**config.mk**
```make
export PLATFORM = sky130hd
export DESIGN_NAME = linear_contrast_stretch
export DESIGN_NICKNAME = d
export VERILOG_FILES = /design/src/rtl/core/lcs_pkg.sv /design/src/rtl/core/lcs_ctrl.sv /design/src/rtl/core/lcs_dp.sv /design/src/rtl/core/linear_contrast_stretch.sv
export SDC_FILE = /design/constraint.sdc
export NUM_CORES = 1
export LEC_CHECK = 0
export ABC_AREA = 1
export BUFFER_PORTS_ARGS = -buffer_cell sky130_fd_sc_hd__buf_2
export CORE_ASPECT_RATIO = 0.9
export CORE_MARGIN = 2
export CORE_UTILIZATION = 40
export CTS_CLUSTER_DIAMETER = 200
export CTS_CLUSTER_SIZE = 20
export DETAILED_ROUTE_END_ITERATION = 8
export PLACE_DENSITY = 0.62
export SLEW_MARGIN = 20
export SYNTH_ARGS = -nofsm -noshare
export SYNTH_HDL_FRONTEND = slang
export SYNTH_SLANG_ARGS = --single-unit
```
**constraint.sdc**
```tcl
create_clock -name clk -period 10.06 [get_ports clk]
set_input_delay 2.012 -clock clk [delete_from_list [all_inputs] [get_ports clk]]
set_output_delay 2.012 -clock clk [all_outputs]
set_load 0.05 [all_outputs]
```
**src/rtl/core/lcs_pkg.sv**
```systemverilog
`default_nettype none
package lcs_pkg;

  localparam int PIXEL_BITS = 8;
  localparam int DATA_W = ((PIXEL_BITS + 7) / 8) * 8;
  localparam int USER_W = 2;
  localparam int CNT_W = (PIXEL_BITS > 2) ? $clog2(PIXEL_BITS) : 1;

  // tuser bit positions
  localparam int USER_ACTION = 0;
  localparam int USER_START = 1;

  // action codes
  localparam logic ACT_MEASURE = 1'b0;
  localparam logic ACT_NORMALIZE = 1'b1;

  localparam logic [PIXEL_BITS-1:0] PIXEL_MAX = '1;

  typedef logic [PIXEL_BITS-1:0] pixel_t;

  typedef enum logic [1:0] {
    S_IDLE,
    S_LOAD,
    S_DIV,
    S_PUT
  } state_t;

  typedef struct packed {
    logic measure;  // fold pixel into min/max
    logic capture;  // latch clamped offset and span
    logic load;     // form numerator, seed remainder
    logic step;     // one restoring-division step
    logic put;      // move quotient to output register
  } cmd_t;

  typedef struct packed {
    logic out_free;  // output register can take a new result
  } sts_t;

endpackage
`default_nettype wire

```
**src/rtl/core/lcs_ctrl.sv**
```systemverilog
`default_nettype none
module lcs_ctrl (
  input  wire logic         clk,
  input  wire logic         rst,
  input  wire logic         in_valid,
  input  wire logic         action,
  output logic              in_ready,
  input  wire lcs_pkg::sts_t sts,
  output lcs_pkg::cmd_t     cmd
);
  import lcs_pkg::*;

  state_t state, state_next;
  logic [CNT_W-1:0] cnt, cnt_next;

  always_ff @(posedge clk) begin
    if (rst) begin
      state <= S_IDLE;
      cnt <= '0;
    end else begin
      state <= state_next;
      cnt <= cnt_next;
    end
  end

  always_comb begin
    state_next = state;
    cnt_next = cnt;
    cmd = '0;
    in_ready = (state == S_IDLE);
    unique case (state)
      S_IDLE: begin
        if (in_valid) begin
          if (action == ACT_NORMALIZE) begin
            cmd.capture = 1'b1;
            state_next = S_LOAD;
          end else begin
            cmd.measure = 1'b1;
          end
        end
      end
      S_LOAD: begin
        cmd.load = 1'b1;
        cnt_next = CNT_W'(PIXEL_BITS - 1);
        state_next = S_DIV;
      end
      S_DIV: begin
        cmd.step = 1'b1;
        if (cnt == '0) begin
          state_next = S_PUT;
        end else begin
          cnt_next = cnt - 1'b1;
        end
      end
      S_PUT: begin
        if (sts.out_free) begin
          cmd.put = 1'b1;
          state_next = S_IDLE;
        end
      end
      default: state_next = S_IDLE;
    endcase
  end

  a_put_free: assert property (@(posedge clk) disable iff (rst)
    cmd.put |-> sts.out_free)
    else $error("result moved into a full output register");

  a_norm_load: assert property (@(posedge clk) disable iff (rst)
    (in_valid && in_ready && action == ACT_NORMALIZE) |=> state == S_LOAD)
    else $error("normalize request did not start a division");

  a_div_end: assert property (@(posedge clk) disable iff (rst)
    (state == S_DIV && cnt == '0) |=> state == S_PUT)
    else $error("division did not end after the last step");

endmodule
`default_nettype wire

```
**src/rtl/core/lcs_dp.sv**
```systemverilog
`default_nettype none
module lcs_dp (
  input  wire logic           clk,
  input  wire logic           rst,
  input  wire lcs_pkg::pixel_t pixel,
  input  wire logic           frame_start,
  input  wire logic           out_ready,
  input  wire lcs_pkg::cmd_t  cmd,
  output lcs_pkg::sts_t       sts,
  output lcs_pkg::pixel_t     out_pixel,
  output logic                out_valid
);
  import lcs_pkg::*;

  pixel_t min_level, max_level;
  pixel_t diff, den, rem, shreg, clamped;
  logic flat;
  logic [2*PIXEL_BITS-1:0] num;
  logic [PIXEL_BITS:0] rem_sh, den_x;
  logic ge;

  always_comb begin
    if (pixel < min_level) begin
      clamped = min_level;
    end else if (pixel > max_level) begin
      clamped = max_level;
    end else begin
      clamped = pixel;
    end
  end

  // diff * (2^P - 1) as a shift and subtract
  assign num = {diff, {PIXEL_BITS{1'b0}}} - {{PIXEL_BITS{1'b0}}, diff};
  assign rem_sh = {rem, shreg[PIXEL_BITS-1]};
  assign den_x = {1'b0, den};
  assign ge = (rem_sh >= den_x);

  assign sts.out_free = !out_valid || out_ready;

  always_ff @(posedge clk) begin
    if (rst) begin
      min_level <= PIXEL_MAX;
      max_level <= '0;
      out_valid <= 1'b0;
    end else begin
      if (cmd.measure) begin
        if (frame_start) begin
          min_level <= pixel;
          max_level <= pixel;
        end else begin
          if (pixel < min_level) min_level <= pixel;
          if (pixel > max_level) max_level <= pixel;
        end
      end
      if (cmd.put) begin
        out_valid <= 1'b1;
      end else if (out_ready) begin
        out_valid <= 1'b0;
      end
    end
  end

  always_ff @(posedge clk) begin
    if (cmd.capture) begin
      diff <= clamped - min_level;
      den <= max_level - min_level;
      flat <= (max_level <= min_level);
    end
    if (cmd.load) begin
      rem <= num[2*PIXEL_BITS-1:PIXEL_BITS];
      shreg <= num[PIXEL_BITS-1:0];
    end
    if (cmd.step) begin
      rem <= ge ? PIXEL_BITS'(rem_sh - den_x) : rem_sh[PIXEL_BITS-1:0];
      shreg <= {shreg[PIXEL_BITS-2:0], ge};
    end
    if (cmd.put) begin
      out_pixel <= flat ? '0 : shreg;
    end
  end

  a_hold_levels: assert property (@(posedge clk) disable iff (rst)
    !cmd.measure |=> ($stable(min_level) && $stable(max_level)))
    else $error("levels changed outside a measure request");

  a_rem_bound: assert property (@(posedge clk) disable iff (rst)
    (cmd.step && !flat) |-> (rem < den))
    else $error("division remainder not below divisor");

  a_flat_zero: assert property (@(posedge clk) disable iff (rst)
    (cmd.put && flat) |=> (out_pixel == '0))
    else $error("flat frame gave a nonzero result");

endmodule
`default_nettype wire

```
**src/rtl/core/linear_contrast_stretch.sv**
```systemverilog
`default_nettype none
// Channel  Dir  Signals                          Contents
// s_axis   in   tvalid tready tdata tuser        tdata: pixel; tuser: action, frame_start
// m_axis   out  tvalid tready tdata              tdata: scaled_pixel
//
// Measure requests (action 0) are folded into min/max as taken and give no result.
// Normalize requests (action 1) run through capture, numerator load,
// one restoring-division step per quotient bit, then a move into the
// output register; no new request is taken until the move is done.
// Reset (rst, synchronous) sets min to all ones, max to zero, drops m_axis_tvalid.
// A result waiting on m_axis does not block measure requests; a normalize
// request waits only at its end for the output register to free up.
module linear_contrast_stretch (
  input  wire logic                       clk,
  input  wire logic                       rst,
  input  wire logic                       s_axis_tvalid,
  output logic                            s_axis_tready,
  input  wire logic [lcs_pkg::DATA_W-1:0] s_axis_tdata,  // [7:0] pixel
  input  wire logic [lcs_pkg::USER_W-1:0] s_axis_tuser,  // [0] action, [1] frame_start
  output logic                            m_axis_tvalid,
  input  wire logic                       m_axis_tready,
  output logic [lcs_pkg::DATA_W-1:0]      m_axis_tdata   // [7:0] scaled_pixel
);
  import lcs_pkg::*;

  cmd_t cmd;
  sts_t sts;
  pixel_t out_pixel;

  lcs_ctrl u_ctrl (
    .clk      (clk),
    .rst      (rst),
    .in_valid (s_axis_tvalid),
    .action   (s_axis_tuser[USER_ACTION]),
    .in_ready (s_axis_tready),
    .sts      (sts),
    .cmd      (cmd)
  );

  lcs_dp u_dp (
    .clk         (clk),
    .rst         (rst),
    .pixel       (s_axis_tdata[PIXEL_BITS-1:0]),
    .frame_start (s_axis_tuser[USER_START]),
    .out_ready   (m_axis_tready),
    .cmd         (cmd),
    .sts         (sts),
    .out_pixel   (out_pixel),
    .out_valid   (m_axis_tvalid)
  );

  // pad result up to whole bytes
  assign m_axis_tdata = DATA_W'(out_pixel);

endmodule
`default_nettype wire

```
Yosys cells after proc, flatten, opt, wreduce, memory -nomap -nowiden
Cells that the tools add are included.

operators by class
  add/sub/neg operators = 5
  order comparisons = 4
  equal/unequal tests = 8
  muxes and demuxes = 28
  reduce and logical (&&, ||, !) cells = 13

operators by type and width
  cell                                                    number
  2-to-1 mux 8 bit                                        11
  subtractor 8 bit                                        3
  subtractor 16 x 8 -> 16 bit                             1
  2-to-1 mux 2 bit                                        6
  nonzero test 2 bit                                      5
  >= comparator 9 x 8 -> 1 bit                            1
  > comparator 8 bit                                      1
  less-or-equal comparator 8 bit                          1
  < comparator 8 bit                                      1
  2-to-1 mux 1 bit                                        8
  case mux 2 bit (4 select lines)                         1
  inequality test 2 bit (second input constant)           3
  case mux 3 bit (2 select lines)                         1
  AND reduction 2 bit                                     3
  equality test 2 bit (second input constant)             2
  inequality test 2 x 1 -> 1 bit (second input constant)  2
  AND reduction 4 bit                                     1
  logical NOT 3 bit                                       1
  2-to-1 mux 3 bit                                        1
  subtractor 3 x 1 -> 3 bit (second input constant)       1
  equality test 2 x 1 -> 1 bit (second input constant)    1
  logical NOT 2 bit                                       1
  logical NOT 1 bit                                       1
  logical OR 1 bit                                        1

storage, ports and cells
  register bits after elaboration = 63
  input port bits = 14
  word-level logic and storage cells = 69

Logic depth before layout (Yosys ltp)
Gate-level depths: netlist of run 1.

  depth after elaboration = 5
  gate-level depth with buffers = 21

Cells and area by module
A second synthesis of run 1 with hierarchy kept.

unflattened totals
  cells, all modules = 539
  area total of the unflattened synthesis = 4302.9 um^2

modules (own cells, without submodules)
  module    instances  cells an instance  area an instance (um^2)
  lcs_dp    1          481                3922.5
  lcs_ctrl  1          58                 380.4

Least setup slack after synthesis of run 1
No wires, ideal clock.

  kind = input to register
  start = input s_axis_tdata[7] (netlist bit)
  end = register u_dp.diff[6], data pin
  setup time = 0.258 ns
  arrival time = 4.280 ns
  required time = 9.802 ns
  slack = 5.522 ns
  cell stages on the path = 16
  path through = ha_1 a21o_1 nor2_1 nand2_2 nand2_4 buf_6 nand2_1 o21ai_0 o21ai_1 ha_1 fa_1 o21ai_0 a21oi_1 nor2_1 nor2_1 xnor2_1

between the ends
  word-level cells in the longest chain between the ends = 4
  elaborated cells on any way between the ends = 5
  classes of those cells = add/sub: 1; order compare: 2; mux: 2

ends and longest elaborated chain
  what                    line                           source
  start: declaration      linear_contrast_stretch.sv:18  input wire logic [lcs_pkg::DATA_W-1:0] s_axis_tdata,
  > comparator 8 bit      lcs_dp.sv:25                   end else if (pixel > max_level) begin
  2-to-1 mux 8 bit        lcs_dp.sv:25
  2-to-1 mux 8 bit *      lcs_dp.sv:23                   if (pixel < min_level) begin
  subtractor 8 bit *      lcs_dp.sv:65                   diff <= clamped - min_level;
  end signal: assignment  lcs_dp.sv:65
  end: declaration        lcs_dp.sv:16                   pixel_t diff, den, rem, shreg, clamped;

Mark *: on every way between the ends. The rest lies on a longest branch, timed or not.
A chain may end at the register's enable or synchronous reset.

Worst setup path after layout of run 1
  start = input s_axis_tdata[5] (netlist bit)
  end = register u_dp.diff[6], data pin

Same word-level chain as after synthesis.

==> results of run 1 <==
## kinds of logic after synthesis
group / after synthesis / share of synthesized area (%)
xor+xnor: 21 / 4.25
compound gates: 97 / 13.2
flops: 63 / 38.6
simple gates: 192 / 21.1
buf+inv: 87 / 8.41
fa+ha+maj: 48 / 14.4
## cell type report
| cell class | instances | area [um^2] |
|---|---|---|
| inverters | 79 | 299 |
| clock inverters | 7 | 50.0 |
| repair buffers | 24 | 123 |
| multi-input cells | 358 | 2290 |
| fillers | 1031 | 5850 |
| well taps | 133 | 166 |
| flip-flops and latches | 63 | 1670 |
| clock buffers | 9 | 225 |
## state kept, by name, summed over array words and instances (netlist names)
name,cells
u_dp.rem,8
u_dp.den,8
u_dp.diff,8
u_dp.flat,1
u_ctrl.cnt,3
u_dp.out_pixel,8
u_ctrl.state,2
u_dp.out_valid,1
u_dp.shreg,8
u_dp.max_level,8
u_dp.min_level,8
## critical path: stages
cell and delay [ns]:
buf_2 0.14, ha_1 0.31, a21oi_1 0.15, nor2_1 0.08, nor3_4 0.14, nand2_4 0.11, inv_1 0.25, o21ai_1 0.12
ha_1 0.23, fa_1 0.42, o21ai_0 0.28, a21oi_1 0.10, nor2_1 0.10, nor2_1 0.06, xnor2_1 0.11
## power by group
part | total, uW | leakage [uW] | switching (uW) | internal (uW)
registers | 443 | 0.000564 | 43.7 | 399
logic | 657 | 0.00157 | 419 | 238
clock network | 284 | 0.000127 | 118 | 166
total | 1380 | 0.00226 | 580 | 803
## per-stage QoR
step / power [uW] / setup slack [ns]
final: 1380 / 5.52
after global routing: 1510 / 5.26
after CTS: 1390 / 5.54
after detailed placement: 1100 / 5.20
after global placement: 1090 / 5.27
after floorplan: 971 / 5.52
## layer usage
metal,track usage (%),wire (um),vias up
met4,7.32,196,0
met3,4.41,342,19
met1,21.9,4390,1553
li1,-,-,1756
met2,26.9,4040,53
met5,0,0,-
## placed cells by master (no fill, tap or decap), types with 2 or more instances in the layout
master / Yosys / final
a211oi_1: 2 / 2
a21o_1: 4 / 4
a21oi_1: 41 / 41
a21oi_2: 4 / 4
a31oi_1: 2 / 2
buf_2: 1 / 23
clkbuf_16: 0 / 9
clkinv_2: 0 / 2
clkinv_4: 0 / 2
clkinvlp_4: 0 / 3
dfxtp_1: 22 / 22
edfxtp_1: 41 / 41
fa_1: 3 / 3
ha_1: 45 / 45
inv_1: 76 / 76
inv_2: 2 / 2
nand2_1: 94 / 94
nand2_2: 5 / 5
nand2_4: 5 / 5
nand3_1: 35 / 35
nand3b_1: 7 / 7
nand4_1: 7 / 7
nor2_1: 32 / 32
o211ai_1: 2 / 2
o21ai_0: 26 / 26
o21ai_1: 8 / 8
o21ai_2: 3 / 3
o221ai_1: 2 / 2
xnor2_1: 6 / 6
xor2_1: 15 / 15
## final timing paths
path / start / endpoint / depth (start not counted)
max: s_axis_tdata[5] / u_dp.diff[6] / 15
min: u_dp.min_level[6] / u_dp.min_level[6] / 2
max reg2reg: u_dp.min_level[1] / u_dp.diff[6] / 17
min reg2reg: u_dp.min_level[6] / u_dp.min_level[6] / 2
==> results.cfg, run 1 <==
[outcome]
status = complete, no violations

[floorplanning]
die_area_mm2 = 0.0117
initial_core_util_pct = 40.5
core_area_mm2 = 0.0107
die_x_um = 114
io_pins = 24
rows = 36
die_y_um = 103

[critical_path]
crit_path_end_kind = flop
required_ns = 10.14
crit_type = in -> reg
arrival_ns = 4.62
worstPathMaxFanout = 12
worst_setup_path_start_kind = input port
ff2ff_setup_slack_ns = 6.85

[route]
drt-wirelength-per-cell_um = 13.3
drc = 0
dr.pass1.iters = 4
totalWireLength_um = 8970
drt_iter0_drc = 185
final_antenna_net_count = 0
vias_per_cell = 5.02
dr_total_vias = 3381

[timing]
hold_ws_ns = 0.486
max-slew-margin-rel_pct = 43.6
finalSetupTns_ns = 0
drv_slew = 0
worstMarginPinSlew_ns = 0.846
fin_skew_ns = 0.00594
fmax_mhz = 220
hold_viol = 0
fin_crit_ns = 4.54
rsz0062_at_grt = false
setup_violations = 0
fin_crit_sh_pct = 45.1

[grt]
grt_use_total_pct = 16.9
grt_pass1_vias = 3234
grt_pass1_wl_um = 15300
overflow = 0
grt_max_degree = 21
antenna_found_initial = 0

[run]
cap_violations = 0

[final_layout]
final_area_mm2 = 0.00483
drive_gt1_share_pct = 12.8
fin_nets = 597
utilization_pct = 45.2
antenna_cells = 0
syn2layout_area_growth_pct = 11.5
layout.cells.non_filler = 673

[place]
dpl_cell_area_mm2 = 0.00455
dp_hpwl_um = 7030
routabilityCongestion = 0.872
dp_cells = 657
io_buffers = 23

[clock_tree]
cts_resized = 0
hold_buffers = 0
clk_path_buf_depth = 2
ctsHtreeMaxLevel = 3
cts.sinks = 63
insertion_delay_ns = 0.33
root_buffer = clkbuf_16
path_clk_slew_ns = 0.05
post_cts_buffers = 0
cts_tree = done
cts_buffers = 9

[logic_synthesis]
synth_top_area_share_pct = 28.4
synth.largest_area_cell = edfxtp_1
synthTopCellsByCount = 94 x nand2_1, 76 x inv_1, 45 x ha_1
synthCells = 508
synth_area_mm2 = 0.00433
yosysSeqAreaShare_pct = 38.6
yosys.cell_types.count = 42
synth.avg_cell_area_um2 = 8.52
synthArstFlopShare_pct = 0
yosysWarnings = 0
syn_nets = 570
synthTopCellsByArea = edfxtp_1 28%, ha_1 13%, dfxtp_1 10%
synth_edf_count = 41
synth.most_common_cell = nand2_1
ys_ff_latch = 63
ys.flop_type = edfxtp_1

[hold_path]
hold_class = reg -> reg

[power_and_ir_drop]
leakagePower_uw = 0.00226
vdd_drop_max_uv = 107
pwr_density_cell_mw_per_mm2 = 287
Power figures use the tool's default switching activity.
==> inputs of run 2 (changes only) <==
PLACE_DENSITY = 0.64   (was 0.62)
clock period = 4.1 ns   (was 10.06 ns; I/O delays follow)
==> results.cfg, run 2 (synthesis gave the netlist of run 1 again) <==
[critical_path]
cpMaxStageDelayCell = fa_1
worstPathMaxFanout = 12
r2r_cells = 17
required_ns = 4.18
cp-startpoint = s_axis_tdata[5]
r2r_end = u_dp.diff[6]
worst_setup_path_start_kind = input port
ff2ff_setup_slack_ns = 0.82
crit_chain = buf_2, ha_1, a21oi_1, nor2_1, nor3_4, nand2_4, inv_1, o21ai_1, ha_1, fa_1, o21ai_0, a21oi_1, nor2_1, nor2_1, xnor2_1
crit_path_end_kind = flop
rr_startpoint = u_dp.min_level[1]
cp_slowest_stage_delay_ns = 0.42
crit_type = in -> reg
critPathMostFrequentCell = nor2_1
arrival_ns = 3.48

[route]
vias_per_cell = 5.08
drt-wirelength-per-cell_um = 13.4
final_antenna_net_count = 0
drt_iter0_drc = 210
drc = 0
totalWireLength_um = 9030
dr.pass1.iters = 5
dr_total_vias = 3419

[timing]
setup_violations = 0
fin_crit_ns = 3.41
fmax_mhz = 294
drv_slew = 0
fin_crit_sh_pct = 83.1
worstMarginPinSlew_ns = 0.777
hold_viol = 0
finalSetupTns_ns = 0
fin_skew_ns = 0.00447
max-slew-margin-rel_pct = 48.2
worst_slack_ns = 0.693
rsz0062_at_grt = false

[clock_tree]
ctsHtreeMaxLevel = 3
cts_buffers = 9
cts_resized = 0
cts.sinks = 63
post_cts_buffers = 0
hold_buffers = 0
insertion_delay_ns = 0.33
root_buffer = clkbuf_16
cts_tree = done
clk_path_buf_depth = 2
path_clk_slew_ns = 0.05

[floorplanning]
core_area_mm2 = 0.0107
die_y_um = 103
die_area_mm2 = 0.0117
die_x_um = 114
initial_core_util_pct = 40.5
rows = 36
io_pins = 24

[power_and_ir_drop]
pwr_density_cell_mw_per_mm2 = 712
vdd_drop_max_uv = 261
leakagePower_uw = 0.00227

[final_layout]
layout.cells.non_filler = 673
final_cell_mix = 94 x nand2_1, 76 x inv_1, 45 x ha_1
layout_commonest_cell = nand2_1
final_area_mm2 = 0.00484
antenna_cells = 0
drive_gt1_share_pct = 12.6
utilization_pct = 45.4
fin_nets = 597
syn2layout_area_growth_pct = 11.9

[place]
routabilityCongestion = 0.931
dp_hpwl_um = 7060
dpl_cell_area_mm2 = 0.00455
place_ws_ns = 0.386
dp_cells = 657
io_buffers = 23

[hold_path]
min-delay-start = u_dp.min_level[5]
min_to = u_dp.min_level[5]
whs_path_depth = 2
hold_class = reg -> reg

[grt]
grt_max_degree = 21
grt_pass1_wl_um = 15300
grt_pass1_vias = 3266
grt_use_total_pct = 16.6
overflow = 0
antenna_found_initial = 0

[run]
cap_violations = 0

[outcome]
status = complete, no violations
## run 2: cell types whose count changed in the layout (fill, tap and decap cells not counted), sizes merged
cell / change
bufinv: +1
clkbuf: +1
clkinvlp: -2
## run 2: worst max-delay path, delay by kind of cell
kind	cells	cell delay (ns)
and+or+nand+nor	5	0.49
adders and majority gates	3	0.96
xor gates and xnor gates	1	0.12
AOI/OAI and AO/OA	4	0.71
buffers and inverters	2	0.38
## run 2: routing by layer
layer,up-vias,part of all wire (%),GRT usage [%]
met5,-,0,0
met4,0,2.0,6.29
met3,17,5.3,4.47
met2,99,46,26.7
met1,1546,47,21.8
li1,1757,-,-
## run 2: worst max path at each step
stage,end,slack (ns),cells past startpoint
floorplan,u_dp.diff[6],0.75,16
global placement,u_dp.diff[6],0.52,15
detailed placement,u_dp.diff[6],0.39,15
CTS,u_dp.diff[6],0.72,15
global route,u_dp.diff[6],0.46,15
finish,u_dp.diff[6],0.69,15
## run 2: layout make-up
cell class / count / area (um^2)
clock inverter: 6 / 61.3
clock buffer: 10 / 229
multi-input combinational: 358 / 2290
fill: 1022 / 5830
inverter: 79 / 299
timing repair buffer: 24 / 123
sequential: 63 / 1670
tap: 133 / 166
## run 2: per-stage QoR
step,total power [uW],hold WS (ns)
floorplan,2380,0.451
global placement,2660,0.475
detailed placement,2710,0.476
CTS,3470,0.489
global route,3740,0.518
finish,3450,0.485
## run 2: power by group
group	internal [uW]	switching (uW)
combinational	584	1040
sequential	979	106
clock	468	273
total	2030	1410
